===== src/design/sobc_pkg.sv =====
// Shared types and constants for the segment obstacle checker.
// Used by the top level and the orientation unit; depends on nothing.
package sobc_pkg;

  localparam int MAX_OBSTACLES_DEF = 256;
  localparam int COORD_BITS_DEF    = 16;

  // Width of the per-obstacle step counter and its last step.
  localparam int STEP_W = 4;
  localparam logic [STEP_W-1:0] STEP_MUL_LAST = 4'd7;
  localparam logic [STEP_W-1:0] STEP_ORI_LAST = 4'd8;
  localparam logic [STEP_W-1:0] STEP_LAST     = 4'd9;

  typedef enum logic [1:0] {
    ACT_CLEAR  = 2'd0,
    ACT_APPEND = 2'd1,
    ACT_QUERY  = 2'd2,
    ACT_NONE   = 2'd3
  } action_t;

  // Sign of a cross product: collinear, positive, negative.
  typedef enum logic [1:0] {
    ORI_COL = 2'd0,
    ORI_POS = 2'd1,
    ORI_NEG = 2'd2
  } ori_t;

  typedef enum logic [1:0] {
    ST_IDLE,
    ST_FETCH,
    ST_CALC,
    ST_RESPOND
  } state_t;

  // Control of the shared orientation unit for one cycle.
  typedef struct packed {
    logic [1:0] pick;        // which of the four orientations
    logic       half;        // 0: first product, 1: second product
    logic       mul_en;      // load the product register
    logic       take_first;  // keep the product as the first term
  } ori_ctl_t;

endpackage


===== src/design/sobc_orient.sv =====
// Shared orientation unit: one multiplier and three subtractors, used for one
// product per cycle while mul_en is set. Depends on sobc_pkg.
module sobc_orient #(
  parameter int COORD_BITS = sobc_pkg::COORD_BITS_DEF
) (
  input  logic                          clk,
  input  sobc_pkg::ori_ctl_t            ctl,
  input  logic signed [COORD_BITS-1:0]  s_ax,
  input  logic signed [COORD_BITS-1:0]  s_ay,
  input  logic signed [COORD_BITS-1:0]  s_bx,
  input  logic signed [COORD_BITS-1:0]  s_by,
  input  logic signed [COORD_BITS-1:0]  t_ax,
  input  logic signed [COORD_BITS-1:0]  t_ay,
  input  logic signed [COORD_BITS-1:0]  t_bx,
  input  logic signed [COORD_BITS-1:0]  t_by,
  output sobc_pkg::ori_t                ori
);

  localparam int DW = COORD_BITS + 1;
  localparam int PW = 2 * DW;
  localparam int VW = PW + 1;

  logic signed [COORD_BITS-1:0] px, py, qx, qy, rx, ry;
  logic signed [DW-1:0]         d1, d2;
  logic signed [PW-1:0]         prod;
  logic signed [PW-1:0]         first;
  logic signed [VW-1:0]         diff;

  // The first two orientations take the query as the base line, the last
  // two take the obstacle.
  always_comb begin
    case (ctl.pick)
      2'd0: begin px = s_ax; py = s_ay; qx = s_bx; qy = s_by; rx = t_ax; ry = t_ay; end
      2'd1: begin px = s_ax; py = s_ay; qx = s_bx; qy = s_by; rx = t_bx; ry = t_by; end
      2'd2: begin px = t_ax; py = t_ay; qx = t_bx; qy = t_by; rx = s_ax; ry = s_ay; end
      2'd3: begin px = t_ax; py = t_ay; qx = t_bx; qy = t_by; rx = s_bx; ry = s_by; end
      default: begin px = s_ax; py = s_ay; qx = s_bx; qy = s_by; rx = t_ax; ry = t_ay; end
    endcase
  end

  always_comb begin
    if (ctl.half) begin
      d1 = DW'(qx) - DW'(px);
      d2 = DW'(ry) - DW'(qy);
    end else begin
      d1 = DW'(qy) - DW'(py);
      d2 = DW'(rx) - DW'(qx);
    end
  end

  always_ff @(posedge clk) begin
    if (ctl.mul_en) begin
      prod <= d1 * d2;
    end
    if (ctl.take_first) begin
      first <= prod;
    end
  end

  assign diff = VW'(first) - VW'(prod);

  always_comb begin
    if (diff == '0) begin
      ori = sobc_pkg::ORI_COL;
    end else if (diff[VW-1]) begin
      ori = sobc_pkg::ORI_NEG;
    end else begin
      ori = sobc_pkg::ORI_POS;
    end
  end

endmodule

===== config.mk =====
export PLATFORM = sky130hd
export DESIGN_NAME = sobc_orient
export DESIGN_NICKNAME = d
export VERILOG_FILES = /design/src/design/sobc_pkg.sv /design/src/design/sobc_orient.sv
export SDC_FILE = /design/constraint.sdc
export NUM_CORES = 1
export LEC_CHECK = 0
export BUFFER_PORTS_ARGS = -buffer_cell sky130_fd_sc_hd__buf_2
export CORE_ASPECT_RATIO = 0.75
export CORE_UTILIZATION = 40
export CTS_CLUSTER_DIAMETER = 150
export DETAILED_ROUTE_END_ITERATION = 16
export SYNTH_ARGS = -nofsm -noshare
export SYNTH_HDL_FRONTEND = slang
export SYNTH_SLANG_ARGS = --single-unit
export TNS_END_PERCENT = 30

===== constraint.sdc =====
create_clock -name clk -period 13.3 [get_ports clk]
set_input_delay 0.665 -clock clk [delete_from_list [all_inputs] [get_ports clk]]
set_output_delay 0.665 -clock clk [all_outputs]
set_load 0.02 [all_outputs]

==> results of run 1 <==
[per-layer routing]
metal,up-vias,wire (um)
met4,0,413
li1,7427,-
met2,374,23000
met3,34,2820
met1,7946,24050
met5,-,0
[layout make-up]
type                            count  area share
Multi-Input combinational cell   1640      0.7451
Sequential cell                    68     0.09460
Inverter                          411     0.07147
Timing Repair Buffer              153     0.03768
Tap cell                          648     0.03756
Clock buffer                        9     0.01043
Clock inverter                      7    0.003130
[through the flow]
stage               cells  worst slack, ns  cell area, um2  hold slack [ns]  utilization
CTS                  2936            2.459           21590           0.4484       0.4409
floorplan            2187            3.191           19940           0.4264            -
global placement     2920            2.409           21290           0.4388       0.4349
finish               2936            2.486           21590           0.4470       0.4409
detailed placement   2920            2.129           21290           0.4360       0.4349
global route         2936            1.755           21590           0.4634       0.4409
[logic make-up after synthesis]
| logic type | synth area share |
|---|---|
| adder cells (fa/ha/maj) | 0.4170 |
| AND/OR/NAND/NOR | 0.1381 |
| XOR/XNOR | 0.04129 |
| buffers and inverters | 0.09117 |
| flip-flops | 0.1024 |
| AO/OA/AOI/OAI | 0.1258 |
| multiplexers | 0.08421 |
[worst min path at each step]
| stage | startpoint | to | slack, ns | cells after the start |
|---|---|---|---|---|
| after floorplan | prod[10]$_DFFE_PP_ | first[10]$_DFFE_PP_ | 0.43 | 0 |
| after global placement | prod[25]$_DFFE_PP_ | first[25]$_DFFE_PP_ | 0.44 | 0 |
| after detailed placement | prod[25]$_DFFE_PP_ | first[25]$_DFFE_PP_ | 0.44 | 0 |
| after CTS | prod[29]$_DFFE_PP_ | first[29]$_DFFE_PP_ | 0.45 | 0 |
| after global routing | prod[19]$_DFFE_PP_ | first[19]$_DFFE_PP_ | 0.46 | 0 |
| final | prod[29]$_DFFE_PP_ | first[29]$_DFFE_PP_ | 0.45 | 0 |
[flip-flops by register name (all words and copies together), names as in the netlist]
signal  cells
first      34
prod       34
[synth_stat cells, drive strengths merged (18+ instances only)]
cell	instances
fa	301
nor2	165
ha	183
xnor2	68
edfxtp	68
clkbuf	45
nand2b	29
and3	18
inv	411
a211oi	19
xor2	26
mux2i	80
mux4	32
and2	47
nor2b	32
o21a	32
buf	23
nor3	25
o21ai	53
nand2	176
a21oi	96
nand3	23
a21o	43
[placed cells by master, fill, tap and decap left out, drive strengths merged, types with 16 or more instances in the layout]
| cell type | instances |
|---|---|
| mux2i | 80 |
| mux4 | 32 |
| and3 | 18 |
| or2 | 16 |
| nand2b | 29 |
| buf | 153 |
| a21oi | 96 |
| xor2 | 26 |
| xnor2 | 68 |
| nand3 | 23 |
| o21ai | 53 |
| nor2b | 32 |
| ha | 183 |
| nor3 | 25 |
| o21a | 32 |
| edfxtp | 68 |
| a21o | 43 |
| nand2 | 176 |
| fa | 301 |
| and2 | 47 |
| a211oi | 19 |
| inv | 411 |
| nor2 | 165 |
==> impl_metrics.csv, run 1 <==
group,metric,value,unit
sta,final-max-slew-violation-count,0,
floorplanning,start_util,0.4073,
worst_setup_path,cpPeakStageDelay,0.68,ns
placement,port_buffers,135,
cells_and_area,nets,2901,
cells_and_area,syn_to_final_growth,8.251,%
floorplanning,io_pins,136,
sta,worst_slew_pin_slew,1.325,ns
detailed_routing,drc,0,
worst_setup_path,end_kind,"flip-flop",
yosys,netlist_area,19940,um2
placement,place_congestion,0.9515,
worst_setup_path,r2r_cells,0,
yosys,synthArstFlopShare,0,
yosys,ys_types,84,
worst_setup_path,critPathRequiredTime,13.39,ns
yosys,synthCells,2187,
grt,grt_overflow_total,0,
worst_setup_path,cp-start-kind,"input port",
cts,cts-hold-fix-buffers,0,
min_path,hp-class,"flip-flop to flip-flop",
cells_and_area,regArea,2042,um2
yosys,synth-seq-cells,68,
grt,grtUsageMet1,0.2993,
detailed_routing,finalWirelength,50280,um
cells_and_area,drive_above_1_share,0.1075,
worst_setup_path,cpMaxStageDelayCell,"buf_2",
yosys,synth_edf_count,68,
cts,clkTransAtPathRegs,0.06,ns
sta,fin_crit,10.81,ns
grt,grt_max_degree,73,
grt,antenna_found_initial,1,
cells_and_area,diodes,0,
run_status,outcome,"finished, final reports clean",
detailed_routing,via_per_inst,5.375,
worst_setup_path,r2r-end,"first[21]$_DFFE_PP_",
cts,cts_max_path_buffers,2,
floorplanning,core,48960,um2
sta,finalSetupTns,0,ns
yosys,syn-num-nets,2805,
worst_setup_path,worst-path-buf-inv,5,
grt,busiest_layer,"met2",
yosys,yosys_warnings,0,
worst_setup_path,critical_path_arrival,10.90,ns
floorplanning,dieArea,50760,um2
placement,place_hpwl,42560,um
grt,grtUsageMet2,0.3398,
floorplanning,die_w,259.8,um
sta,finClkSkew,0.01008,ns
worst_setup_path,cp-endpoint,"prod[32]$_DFFE_PP_",
grt,grt_pass1_vias,16750,
worst_setup_path,crit_cells,35,
worst_setup_path,setup.worst_path.class,"input port to flip-flop",
cts,post_cts_resized,0,
detailed_routing,drtIter0Drc,984,
sta,finalCritPeriodShare,0.8131,
sta,rsz0062_at_grt,"no",
worst_setup_path,path_common_cell,"fa_1",
grt,track_usage,0.2090,
cts,insertion_delay,0.35,ns
cts,numClockSinks,68,
cells_and_area,num-fill-cells,4781,
detailed_routing,postRouteAntennaNets,0,
cells_and_area,multiInputGateArea,16080,um2
worst_setup_path,rr_startpoint,"prod[21]$_DFFE_PP_",
sta,max-slew-margin-rel,0.1111,
cts,cts_setup_buffers,0,
detailed_routing,vias,15780,
cts,cts_buffers,9,
cts,cts-htree-levels,3,
sta,final_hold_viol_count,0,
worst_setup_path,crit_family,"compound AO/OA/AOI/OAI gates",
yosys,synth.top_cell.area_share,0.3022,
worst_setup_path,worstPathMaxFanout,32,
yosys,syn_avg_cell_area,9.118,um2
floorplanning,die_h,195.4,um
detailed_routing,dr.pass1.iters,7,
yosys,yosysSeqAreaShare,0.1024,
worst_setup_path,startpoint,"ctl[3]",
grt,grt_pass1_wl,85150,um
detailed_routing,wl_per_cell,17.13,um
sta,max_freq,92.47,MHz
sta,finalSetupViolCount,0,
cts,cts_tree,"yes",
yosys,yosys.area.top_type,"fa_1",
yosys,synth_area_leaders,"fa_1 (30%), ha_1 (11%), edfxtp_1 (10%)",
yosys,ys.flop_type,"edfxtp_1",
cts,cts_root_buffer,"clkbuf_16",
floorplanning,placementRows,70,
grt,met3_usage,0.03245,
job,maxCapViolCount,0,
worst_setup_path,rrSetupSlack,12.59,ns
Power of run 1 is not shown: default switching activity piles up to over one toggle a cycle in this logic, so the estimate is an artifact.
==> inputs of run 2 (changes only) <==
==> constraint.sdc (replaced) <==
create_clock -name clk -period 11 [get_ports clk]
set_input_delay 0.55 -clock clk [delete_from_list [all_inputs] [get_ports clk]]
set_output_delay 0.55 -clock clk [all_outputs]
set_load 0.02 [all_outputs]
==> run 2 against run 1 <==
  * Sequential share of layout area hardly changed
  * Worst setup slack worse by 1.7 ns
  * Clock-buffer cell count stayed put
  * Sequential cell count stayed put
  * Critical endpoint unchanged
  * Largest cell class unchanged
==> impl_metrics.csv, run 2 (synthesized netlist as in run 1, its figures left out) <==
group,metric,value,unit
min_path,hp-class,"flip-flop to flip-flop",
sta,finalSetupTns,0,ns
floorplanning,io_pins,136,
worst_setup_path,setup.worst_path.class,"input port to flip-flop",
worst_setup_path,cp-endpoint,"prod[32]$_DFFE_PP_",
cts,cts_setup_buffers,0,
sta,worst_slew_pin_slew,1.227,ns
floorplanning,core,48960,um2
cells_and_area,nets,2912,
cells_and_area,final_cell_mix,"inv_1 (411), fa_1 (301), ha_1 (183)",
worst_setup_path,r2r-end,"first[11]$_DFFE_PP_",
detailed_routing,vias,15730,
worst_setup_path,path_common_cell,"fa_1",
placement,port_buffers,135,
placement,place_hpwl,43440,um
sta,final-max-slew-violation-count,0,
detailed_routing,wl_per_cell,17.20,um
sta,final_hold_viol_count,0,
cts,cts_buffers,9,
cts,insertion_delay,0.34,ns
placement,place_congestion,0.9143,
run_status,outcome,"finished, final reports clean",
cts,cts-htree-levels,3,
floorplanning,die_w,259.8,um
sta,fin_crit,10.20,ns
detailed_routing,via_per_inst,5.337,
worst_setup_path,cp-start-kind,"input port",
cts,cts_max_path_buffers,2,
cells_and_area,num-fill-cells,4789,
worst_setup_path,critical_path_arrival,10.28,ns
cells_and_area,layout_commonest_cell,"inv_1",
sta,rsz0062_at_grt,"no",
cts,post_cts_resized,0,
grt,grt_overflow_total,0,
floorplanning,dieArea,50760,um2
cells_and_area,syn_to_final_growth,8.753,%
cells_and_area,diodes,0,
sta,max-slew-margin-rel,0.1764,
detailed_routing,drtIter0Drc,1022,
worst_setup_path,cpPeakStageDelay,0.84,ns
cells_and_area,reg_top3,"first: 34 flops, prod: 34 flops",
worst_setup_path,end_kind,"flip-flop",
cts,numClockSinks,68,
cells_and_area,regArea,2042,um2
sta,finalCritPeriodShare,0.9269,
sta,max_freq,98.08,MHz
sta,hold_slack,0.4470,ns
worst_setup_path,worstPathMaxFanout,86,
sta,finClkSkew,0.007997,ns
sta,finalSetupViolCount,0,
cts,clkTransAtPathRegs,0.05,ns
floorplanning,die_h,195.4,um
detailed_routing,postRouteAntennaNets,0,
cells_and_area,multiInputGateArea,16080,um2
grt,antenna_found_initial,1,
worst_setup_path,rrSetupSlack,10.28,ns
grt,grt_pass1_vias,16660,
worst_setup_path,critPathRequiredTime,11.08,ns
worst_setup_path,startpoint,"ctl[4]",
detailed_routing,finalWirelength,50690,um
floorplanning,start_util,0.4073,
grt,grt_max_degree,87,
grt,grt_pass1_wl,85510,um
detailed_routing,dr.pass1.iters,5,
grt,track_usage,0.2101,
cells_and_area,drive_above_1_share,0.1118,
floorplanning,placementRows,70,
cts,cts-hold-fix-buffers,0,
worst_setup_path,rr_startpoint,"prod[11]$_DFFE_PP_",
worst_setup_path,r2r_cells,0,
job,maxCapViolCount,0,
cts,cts_tree,"yes",
detailed_routing,drc,0,
cts,cts_root_buffer,"clkbuf_16",
worst_setup_path,cpMaxStageDelayCell,"mux2i_1",
run 2: cell types whose count changed in the layout (fill, tap and decap cells not counted), sizes merged:
cell	before	now
buf	153	164
clkinv	4	3
inv	411	412
run 2: worst min path at each step:
stage                                  start                   to  slack, ns  cells after the start
final                     prod[29]$_DFFE_PP_  first[29]$_DFFE_PP_       0.45                      0
after global routing      prod[29]$_DFFE_PP_  first[29]$_DFFE_PP_       0.46                      0
after CTS                 prod[29]$_DFFE_PP_  first[29]$_DFFE_PP_       0.45                      0
after detailed placement  prod[29]$_DFFE_PP_  first[29]$_DFFE_PP_       0.43                      0
after global placement     prod[4]$_DFFE_PP_   first[4]$_DFFE_PP_       0.43                      0
after floorplan           prod[10]$_DFFE_PP_  first[10]$_DFFE_PP_       0.43                      0
run 2: layer usage:
layer  vias up  GRT usage  wire length (um)
met5         -          0                 0
met3        28    0.03271              2952
met4         0    0.02462               414
li1       7446          -                 -
met2       344     0.3319             22620
met1      7911     0.3098             24710
run 2: through the flow:
step           cells  cell area [um2]    util  setup slack (ns)
5_1_grt         2947            21690  0.4429            0.1834
6_report        2947            21690  0.4429            0.8040
2_1_floorplan   2187            19940       -             1.006
3_3_place_gp    2931            21380  0.4368            0.8516
4_1_cts         2947            21690  0.4429            0.9212
3_5_place_dp    2931            21380  0.4368            0.5956
run 2: area by class of cell:
class / count / share of cell area
timing repair buffer: 164 / 0.04189
clock inverter: 7 / 0.003520
tap: 648 / 0.03739
sequential: 68 / 0.09416
clock buffer: 9 / 0.01039
inverter: 411 / 0.07114
multi-input combinational: 1640 / 0.7415
run 2: critical path: cells and delay by family:
kind            cells  cell delay [ns]
buf+inv             7             0.93
mux                 2             1.26
xor+xnor            2             0.30
fa+ha+maj           8             3.61
simple gates        6             0.96
compound gates     11             2.64
Power of run 2 is left out for the same reason.
==> inputs of run 3 (changes only) <==
--- a/config.mk
+++ b/config.mk
@@ -5,6 +5,7 @@
 export SDC_FILE = /design/constraint.sdc
 export NUM_CORES = 1
 export LEC_CHECK = 0
+export ABC_AREA = 1
 export BUFFER_PORTS_ARGS = -buffer_cell sky130_fd_sc_hd__buf_2
 export CORE_ASPECT_RATIO = 0.75
 export CORE_UTILIZATION = 40
==> run 3 against run 2 <==
  * Clock-buffer cell count did not move
  * Cell count increased by 26%
  * Critical path depth increased by 2
  * Largest cell class unchanged
  * Routed wire length up 23%
  * Synthesized cell count up 33%
  * Final area up 4.3%
  * Sequential cell count unchanged
==> impl_metrics.csv, run 3 <==
group,metric,value,unit
cells_and_area,nets,3626,
cts,clkTransAtPathRegs,0.06,ns
cells_and_area,reg_top3,"first: 34 flops, prod: 34 flops",
grt,grt_max_degree,84,
worst_setup_path,cpPeakStageDelay,0.70,ns
yosys,synthArstFlopShare,0,
sta,final_hold_viol_count,0,
yosys,synth.top_cell.area_share,0.2879,
worst_setup_path,end_kind,"flip-flop",
worst_setup_path,setup.worst_path.class,"input port to flip-flop",
sta,finalCritPeriodShare,0.9361,
sta,max_freq,97.12,MHz
grt,antenna_found_initial,0,
yosys,syn-num-nets,3524,
yosys,synth.most_common_cell,"nand2_1",
sta,final-max-slew-violation-count,0,
yosys,synth_common_cells,"nand2_1 (707), inv_1 (683), fa_1 (301)",
floorplanning,die_w,266.1,um
floorplanning,die_h,200.1,um
yosys,yosys_warnings,0,
sta,finClkSkew,0.006204,ns
worst_setup_path,critical_path_arrival,10.36,ns
floorplanning,core,51620,um2
grt,grt_overflow_total,0,
cts,cts_tree,"yes",
grt,grt_pass1_vias,19040,
floorplanning,io_pins,136,
detailed_routing,drc,0,
worst_setup_path,cpMaxStageDelayCell,"nor3_1",
sta,finalSetupViolCount,0,
yosys,ys_types,57,
cells_and_area,diodes,0,
cells_and_area,layout_commonest_cell,"nand2_1",
sta,finalSetupTns,0,ns
sta,fin_crit,10.30,ns
detailed_routing,vias,18930,
detailed_routing,finalWirelength,62210,um
cts,cts_root_buffer,"clkbuf_16",
placement,port_buffers,135,
sta,worst_slew_pin_slew,1.084,ns
placement,place_congestion,0.9625,
worst_setup_path,cp-start-kind,"input port",
run_status,outcome,"finished, final reports clean",
cts,cts_buffers,9,
cells_and_area,final_cell_mix,"nand2_1 (707), inv_1 (683), fa_1 (301)",
grt,track_usage,0.2428,
cells_and_area,drive_above_1_share,0.09293,
floorplanning,dieArea,53250,um2
cells_and_area,syn_to_final_growth,8.101,%
cts,cts-hold-fix-buffers,0,
detailed_routing,wl_per_cell,16.74,um
sta,rsz0062_at_grt,"no",
floorplanning,placementRows,72,
cts,insertion_delay,0.33,ns
yosys,yosys.area.top_type,"fa_1",
worst_setup_path,worstPathMaxFanout,37,
sta,max-slew-margin-rel,0.2764,
yosys,yosysSeqAreaShare,0.09757,
yosys,synth_area_leaders,"fa_1 (29%), nand2_1 (13%), inv_1 (12%)",
yosys,synth-seq-cells,68,
cts,cts_max_path_buffers,2,
cts,cts-htree-levels,3,
cts,post_cts_resized,0,
cells_and_area,num-fill-cells,5371,
cts,cts_setup_buffers,0,
detailed_routing,postRouteAntennaNets,0,
yosys,synth_edf_count,68,
yosys,syn_avg_cell_area,7.202,um2
detailed_routing,via_per_inst,5.095,
yosys,synthCells,2906,
placement,place_hpwl,53990,um
job,maxCapViolCount,0,
yosys,netlist_area,20930,um2
detailed_routing,drtIter0Drc,1838,
worst_setup_path,critPathRequiredTime,11.06,ns
yosys,ys.flop_type,"edfxtp_1",
worst_setup_path,path_common_cell,"nand2_1",
cts,numClockSinks,68,
grt,grt_pass1_wl,101500,um
min_path,hp-class,"flip-flop to flip-flop",
cells_and_area,utilization,0.4383,
detailed_routing,dr.pass1.iters,6,
floorplanning,start_util,0.4054,
## run 3: layout make-up
class	count	area [um2]	share of cell area
clock inverter	7	98.84	0.004369
inverter	712	2680	0.1185
clock buffer	9	225.2	0.009955
multi-input combinational	2071	15940	0.7045
tap	703	879.6	0.03888
timing repair buffer	146	760.7	0.03362
sequential	68	2042	0.09026
## run 3: logic make-up after synthesis
group / count (synthesis) / synth area share
compound gates: 353 / 0.1015
xor+xnor: 61 / 0.02553
fa+ha+maj: 484 / 0.3973
buf+inv: 767 / 0.1412
flops: 68 / 0.09757
mux: 21 / 0.01004
simple gates: 1152 / 0.2269
## run 3: metrics by stage
stage | instance area [um2] | hold WS [ns] | cells | setup slack (ns)
6_report | 22620 | 0.4408 | 3716 | 0.7032
5_1_grt | 22620 | 0.4506 | 3716 | 0.1183
4_1_cts | 22620 | 0.4445 | 3716 | 0.9070
3_5_place_dp | 22300 | 0.4348 | 3700 | 0.5765
3_3_place_gp | 22300 | 0.4377 | 3700 | 0.5805
2_1_floorplan | 20930 | 0.4264 | 2906 | 3.010
## run 3: layer usage
metal | vias up | GRT usage | routed length, um
met1 | 9201 | 0.3663 | 30640
li1 | 9086 | - | -
met3 | 43 | 0.02821 | 4560
met4 | 0 | 0.02512 | 490
met2 | 602 | 0.3833 | 26520
met5 | - | 0 | 0
## run 3: critical path: cells and delay by family
family	cells	cell delay (ns)
adder cells (fa/ha/maj)	9	3.89
XOR/XNOR	1	0.17
AND/OR/NAND/NOR	17	3.31
buffers and inverters	7	1.76
AO/OA/AOI/OAI	4	0.66
## run 3: path summary, 6_finish.rpt
| check | startpoint | to | slack (ns) | cells past startpoint |
|---|---|---|---|---|
| worst min-delay path | prod[18]$_DFFE_PP_ | first[18]$_DFFE_PP_ | 0.44 | 0 |
| worst max-delay path | ctl[4] | prod[28]$_DFFE_PP_ | 0.70 | 38 |
| worst max register to register | prod[1]$_DFFE_PP_ | first[1]$_DFFE_PP_ | 10.27 | 0 |
| worst min register to register | prod[18]$_DFFE_PP_ | first[18]$_DFFE_PP_ | 0.44 | 0 |
Power of run 3 is left out for the same reason.
